File: config.mk
export PLATFORM = sky130hd
export DESIGN_NAME = prl_ctrl
export DESIGN_NICKNAME = d
export VERILOG_FILES = /design/src/prl_pkg.sv /design/src/prl_ctrl.sv
export SDC_FILE = /design/constraint.sdc
export NUM_CORES = 1
export LEC_CHECK = 0
export BUFFER_PORTS_ARGS = -buffer_cell sky130_fd_sc_hd__buf_2
export CAP_MARGIN = 0
export CORE_AREA = 5 5 42 44
export CTS_CLUSTER_SIZE = 14
export DETAILED_ROUTE_END_ITERATION = 12
export DIE_AREA = 0 0 47 49
export SLEW_MARGIN = 10
export SYNTH_ARGS = -nofsm -noshare
export SYNTH_HDL_FRONTEND = slang
export SYNTH_SLANG_ARGS = --single-unit
File: constraint.sdc
create_clock -name clk -period 1.9 [get_ports clk]
set_input_delay 0 -clock clk [delete_from_list [all_inputs] [get_ports clk]]
set_output_delay 0 -clock clk [all_outputs]
set_load 0.005 [all_outputs]
File: src/prl_pkg.sv
// Shared types and constants for the path remaining length block.
// Used by prl_ctrl, prl_dp and path_remaining_length_unit.
package prl_pkg;

	localparam int CRD_W  = 32;
	localparam int SQ_W   = 65;
	localparam int ROOT_W = 33;
	localparam int LEN_W  = 48;
	localparam int IDX_W  = 9;

	localparam logic [LEN_W-1:0] LEN_MAX = {LEN_W{1'b1}};

	localparam logic [1:0] STS_OK    = 2'd0;
	localparam logic [1:0] STS_EMPTY = 2'd1;
	localparam logic [1:0] STS_FULL  = 2'd2;

	typedef enum logic [1:0] {
		OP_CLEAR  = 2'd0,
		OP_APPEND = 2'd1,
		OP_QUERY  = 2'd2,
		OP_NONE   = 2'd3
	} op_t;

	typedef enum logic [2:0] {
		S_IDLE,
		S_SCAN,
		S_SCAN_WAIT,
		S_ROOT,
		S_SEG,
		S_DRAIN,
		S_DONE
	} state_t;

	typedef enum logic [1:0] {
		RES_APPEND,
		RES_FULL,
		RES_EMPTY,
		RES_QUERY
	} res_t;

	typedef struct packed {
		logic clear;
		logic append;
		logic query_start;
		logic scan_issue;
		logic root_push;
		logic seg_issue;
		logic out_load;
		res_t res_kind;
	} cmd_t;

	typedef struct packed {
		logic empty;
		logic full;
		logic addr_last;
		logic seg_none;
		logic busy;
	} sts_t;

endpackage

File: src/prl_ctrl.sv
// Controller state machine: handshakes and sequencing of the query passes.
// Depends on prl_pkg; commands prl_dp through cmd_t, reads sts_t.
module prl_ctrl (
	input  logic          clk,
	input  logic          arst_n,
	input  logic          in_valid,
	output logic          in_stall,
	input  logic [1:0]    operation,
	output logic          out_valid,
	input  logic          out_stall,
	input  prl_pkg::sts_t sts,
	output prl_pkg::cmd_t cmd
);
	import prl_pkg::*;

	state_t state_q, state_d;
	logic   out_valid_q;
	logic   out_free;
	logic   accept;

	assign out_free  = !out_valid_q || !out_stall;
	assign in_stall  = !((state_q == S_IDLE) && out_free);
	assign accept    = in_valid && !in_stall;
	assign out_valid = out_valid_q;

	always_ff @(posedge clk or negedge arst_n) begin
		if (!arst_n) begin
			state_q     <= S_IDLE;
			out_valid_q <= 1'b0;
		end else begin
			state_q <= state_d;
			if (cmd.out_load) begin
				out_valid_q <= 1'b1;
			end else if (!out_stall) begin
				out_valid_q <= 1'b0;
			end
		end
	end

	always_comb begin
		state_d = state_q;
		case (state_q)
			S_IDLE: begin
				if (accept && op_t'(operation) == OP_QUERY && !sts.empty) begin
					state_d = S_SCAN;
				end
			end
			S_SCAN: begin
				if (sts.addr_last) begin
					state_d = S_SCAN_WAIT;
				end
			end
			S_SCAN_WAIT: begin
				if (!sts.busy) begin
					state_d = S_ROOT;
				end
			end
			S_ROOT: begin
				state_d = sts.seg_none ? S_DRAIN : S_SEG;
			end
			S_SEG: begin
				if (sts.addr_last) begin
					state_d = S_DRAIN;
				end
			end
			S_DRAIN: begin
				if (!sts.busy) begin
					state_d = S_DONE;
				end
			end
			S_DONE: begin
				if (out_free) begin
					state_d = S_IDLE;
				end
			end
			default: state_d = S_IDLE;
		endcase
	end

	always_comb begin
		cmd = '0;
		cmd.res_kind = RES_QUERY;
		case (state_q)
			S_IDLE: begin
				if (accept) begin
					case (op_t'(operation))
						OP_CLEAR: cmd.clear = 1'b1;
						OP_APPEND: begin
							cmd.append   = 1'b1;
							cmd.out_load = 1'b1;
							cmd.res_kind = sts.full ? RES_FULL : RES_APPEND;
						end
						OP_QUERY: begin
							if (sts.empty) begin
								cmd.out_load = 1'b1;
								cmd.res_kind = RES_EMPTY;
							end else begin
								cmd.query_start = 1'b1;
							end
						end
						default: ;
					endcase
				end
			end
			S_SCAN:  cmd.scan_issue = 1'b1;
			S_ROOT:  cmd.root_push  = 1'b1;
			S_SEG:   cmd.seg_issue  = 1'b1;
			S_DONE:  cmd.out_load   = out_free;
			default: ;
		endcase
	end

	a_load_free: assert property (@(posedge clk) disable iff (!arst_n)
		cmd.out_load |-> out_free)
		else $error("result loaded over a pending item");

	a_done_out: assert property (@(posedge clk) disable iff (!arst_n)
		(state_q == S_DONE && out_free) |=> (out_valid_q && state_q == S_IDLE))
		else $error("query finished without presenting a result");

	a_root_drained: assert property (@(posedge clk) disable iff (!arst_n)
		(state_q == S_ROOT) |-> !sts.busy)
		else $error("root pass started with scan still in flight");

endmodule

* After elaboration in Yosys (flattened, before gate mapping)
Index checks and enable logic that the tools add are counted.
Operators by class: eq/ne operators 15, mux-type cells 25, reduce and logical (&&, ||, !) cells 12
Operator list (count):
- 2-to-1 mux 3 bit | 10
- one-hot mux 3 bit (7 select lines) | 1
- 2-to-1 mux 1 bit | 11
- inequality test 2 bit (second input constant) | 5
- equality test 3 bit (second input constant) | 3
- equality test 3 x 2 -> 1 bit (second input constant) | 2
- one-hot mux 3 bit (2 select lines) | 1
- AND reduction 6 bit | 1
- logical AND 1 bit | 4
- zero test 1 bit | 4
- inequality test 2 x 1 -> 1 bit (second input constant) | 2
- equality test 3 x 1 -> 1 bit (second input constant) | 1
- zero test 3 bit | 1
- equality test 2 x 1 -> 1 bit (second input constant) | 1
- equality test 2 bit (second input constant) | 1
- zero test 2 bit | 1
- 2-to-1 mux 2 bit | 1
- one-hot mux 1 bit (2 select lines) | 1
- logical OR 1 bit | 1
Storage, ports and cells: bits in registers 4, output and inout bits 11, word-level logic and storage cells 54

* Longest topological paths before layout
depth after elaboration 8, depth in mapped cells 5, mapped depth without buffers 5

* Worst setup path after synthesis
Ideal clock, no wire load.
kind register to register, start point reg state_q[1], end point reg state_q[0], setup time 121 ps, arrival time 1100 ps, data required time 1779 ps, slack 678 ps, cell stages (with the launch flop) 4, buffers on the path 1, clock period less this slack 1222 ps, path through dfrtp_1 -> buf_4 -> or3_1 -> o22a_1
On the way: word-level cells in the longest chain between the ends 7
RTL lines:
- from (decl) | RTL line prl_ctrl.sv:16 | state_t state_q, state_d;
- from (signal assigned) | RTL line prl_ctrl.sv:31 | state_q <= state_d;
- zero test 3 bit | RTL line prl_ctrl.sv:22, prl_ctrl.sv:42
- logical AND 1 bit | RTL line prl_ctrl.sv:22 | assign in_stall = !((state_q == S_IDLE) && out_free);
- logical AND 1 bit | RTL line prl_ctrl.sv:23 | assign accept = in_valid && !in_stall;
- logical AND 1 bit (2 in a row) | RTL line prl_ctrl.sv:44 | if (accept && op_t'(operation) == OP_QUERY && !sts.empty) begin
- inequality test 2 x 1 -> 1 bit (no source line)
- AND reduction 6 bit (no source line)
Several ways; a longest one is shown, not always the timed one. A chain may end at the register's enable or synchronous reset.

==> results.sh <==
export IMPL_fillers=164
export IMPL_grt_use_met3=0.00369
export IMPL_start_util=0.292
export IMPL_hold_buffers=1
export IMPL_globalRouteMet2Util=0.152
export IMPL_status="complete, no violations"
export IMPL_start_kind="register"
export IMPL_areaGrowthSynthToFinish_pct=33.0
export IMPL_die_w_um=47
export IMPL_max_stage_delay_ns=0.49
export IMPL_cts_tree="built"
export IMPL_worst_path_buf_inv=1
export IMPL_cts_resized=0
export IMPL_grt_overflow=0
export IMPL_ys_seq_area_frac=0.245
export IMPL_cts_max_level=1
export IMPL_diodes=0
export IMPL_vias_per_cell=4.89
export IMPL_crit_path_start="state_q[1]"
export IMPL_port_buffers=21
export IMPL_cts_setup_buffers=0
export IMPL_clock_sinks=4
export IMPL_cp_slowest_cell="dfrtp_1"
export IMPL_instances_no_fill=84
export IMPL_synth_common_cells="inv_1, dfrtp_1"
export IMPL_critPathTopFamily="compound AO/OA/AOI/OAI gates"
export IMPL_hold_path_class="in2async"
export IMPL_syn_inst=46
export IMPL_core_sq_mm=0.00140
export IMPL_syn_num_nets=60
export IMPL_num_io_pins=22
export IMPL_synth_seq_cells=4
export IMPL_cp_end_kind="output pin"
export IMPL_layout_drive_gt1_share=0.426
export IMPL_grt_pass1_vias=427
export IMPL_synth_edf_count=0
export IMPL_max_cap_viol_count=0
export IMPL_syn_area_per_cell_sq_um=8.89
export IMPL_synthTopCellsByArea="dfrtp_1, ha_1, a2111oi_4"
export IMPL_track_usage=0.102
export IMPL_fin_crit_ns=1.63
export IMPL_root_buffer="clkbuf_4"
export IMPL_dp_worst_setup_slack_ns=0.485
export IMPL_clock_skew_ns=0.00335
export IMPL_place_congestion=0.685
export IMPL_via_count=411
export IMPL_worstPathArrival_ns=1.63
export IMPL_worst_pin_slew_ns=0.438
export IMPL_ir_worst_vdd_uv=628
export IMPL_grt_util_met1=0.117
export IMPL_yosysTopAreaCellShare=0.245
export IMPL_drc=0
export IMPL_rr_startpoint="state_q[1]"
export IMPL_leakagePower_uw=0.000289
export IMPL_clock_latency_ns=0.24
export IMPL_routed_wl_um=973
export IMPL_grt_busiest_layer="met2"
export IMPL_p_total_uw=633
export IMPL_cp_data_required_time_ns=1.90
export IMPL_holdWs_ns=0.0873
export IMPL_ys_warn_count=0
export IMPL_clk_path_buf_depth=2
export IMPL_synth_ff_type="dfrtp_1"
export IMPL_synth_cell_area_sq_um=409
export IMPL_drt_iter0_drc=12
export IMPL_maxSlewHeadroom=0.708
export IMPL_wl_per_cell_um=11.6
export IMPL_synth_cell_types=24
export IMPL_grt_max_degree=15
export IMPL_dr_pass1_iters=4
export IMPL_power_density_mw_per_mm2=1160
export IMPL_fmax_mhz=615
export IMPL_nNetsFinal=84
export IMPL_drv_slew=0
export IMPL_crit_path_max_fanout=11
export IMPL_setup_tns_ns=0
export IMPL_hold_viol=0
export IMPL_antenna_found_initial=0
export IMPL_row_count=14
export IMPL_crit_type="reg2out"
export IMPL_numCtsBuffers=3
export IMPL_fp_dieArea_sq_mm=0.00230
export IMPL_ant_nets=0
export IMPL_path_clk_slew_ns=0.04
export IMPL_synth_async_reset_ratio=1.00
export IMPL_grt_pass1_wl_um=1700
export IMPL_setup_slack_ns=0.273
export IMPL_dp_cells=80
export IMPL_rsz0062_at_grt="no"
export IMPL_setup_viol=0
export IMPL_hpwlAfterDp_um=783
export IMPL_crit_chain="a2111oi_4 > nand4b_1 > o21ai_0 > buf_2"
export IMPL_synth_most_common_cell="inv_1"
export IMPL_die_h_um=49
export IMPL_min_period_over_period=0.856
export IMPL_yosys_area_top_type="dfrtp_1"
[flip-flops by register name (all words and copies together) (netlist names)]
register,count
state_q,3
out_valid,1
[final cells by class]
type	count	area, sq um	area share
Sequential cell	4	100	0.184
Timing Repair Buffer	22	115	0.211
Multi-Input combinational cell	33	264	0.485
Clock buffer	3	22.5	0.0414
Tap cell	16	20.0	0.0368
Inverter	6	22.5	0.0414
[worst reg2reg max path: stages (launching register included)]
cell	delay, ns
dfrtp_1	0.49
a2111oi_4	0.47
and3_1	0.25
o22a_1	0.13
[report_power, final]
part | total, uW | switching (uW) | internal, uW | leakage, uW
Combinational | 293 | 116 | 177 | 0.000225
Sequential | 227 | 104 | 123 | 0.0000511
Clock | 113 | 42.2 | 71.2 | 0.0000138
Total | 633 | 263 | 370 | 0.000289
[worst paths after layout]
| check | slack (ns) | endpoint | cells past startpoint |
|---|---|---|---|
| worst max register to register | 0.50 | state_q[0] | 3 |
| worst min-delay path | 0.09 | out_valid | 2 |
| worst max-delay path | 0.27 | cmd[2] | 4 |
| max in group asynchronous | 1.69 | state_q[1] | 2 |
| min in group clk | 0.09 | state_q[1] | 3 |
| worst min register to register | 0.64 | out_valid | 2 |
[routing by layer]
layer	routed length [um]	up-vias
met5	0	-
met4	28	0
met3	55	3
met2	484	14
met1	404	181
li1	-	213
[layout by cell type, fill, tap and decap left out, drive strengths merged]
cell,n
mux2,1
a21boi,1
inv,6
buf,21
o22a,1
o211ai,1
nor3b,3
o32ai,1
or3,1
nand4b,1
a21o,1
nand2,2
nand3b,3
a2111oi,1
dlygate4sd3,1
dfrtp,4
and3,3
and2b,1
ha,3
clkbuf,3
o21ai,3
and2,1
nand3,2
a211o,1
a21oi,2
[kinds of logic after synthesis]
| group | synth area share |
|---|---|
| flip-flops | 0.245 |
| AND/OR/NAND/NOR | 0.278 |
| adder cells (fa/ha/maj) | 0.0918 |
| AO/OA/AOI/OAI | 0.248 |
| multiplexers | 0.0275 |
| buffers and inverters | 0.110 |
[stage by stage]
step / area [sq um] / util
after floorplan: 409 / -
after global placement: 512 / 0.365
after CTS: 544 / 0.388
after detailed placement: 512 / 0.365
after global routing: 544 / 0.388
final: 544 / 0.388
Power figures use the tool's default switching activity.
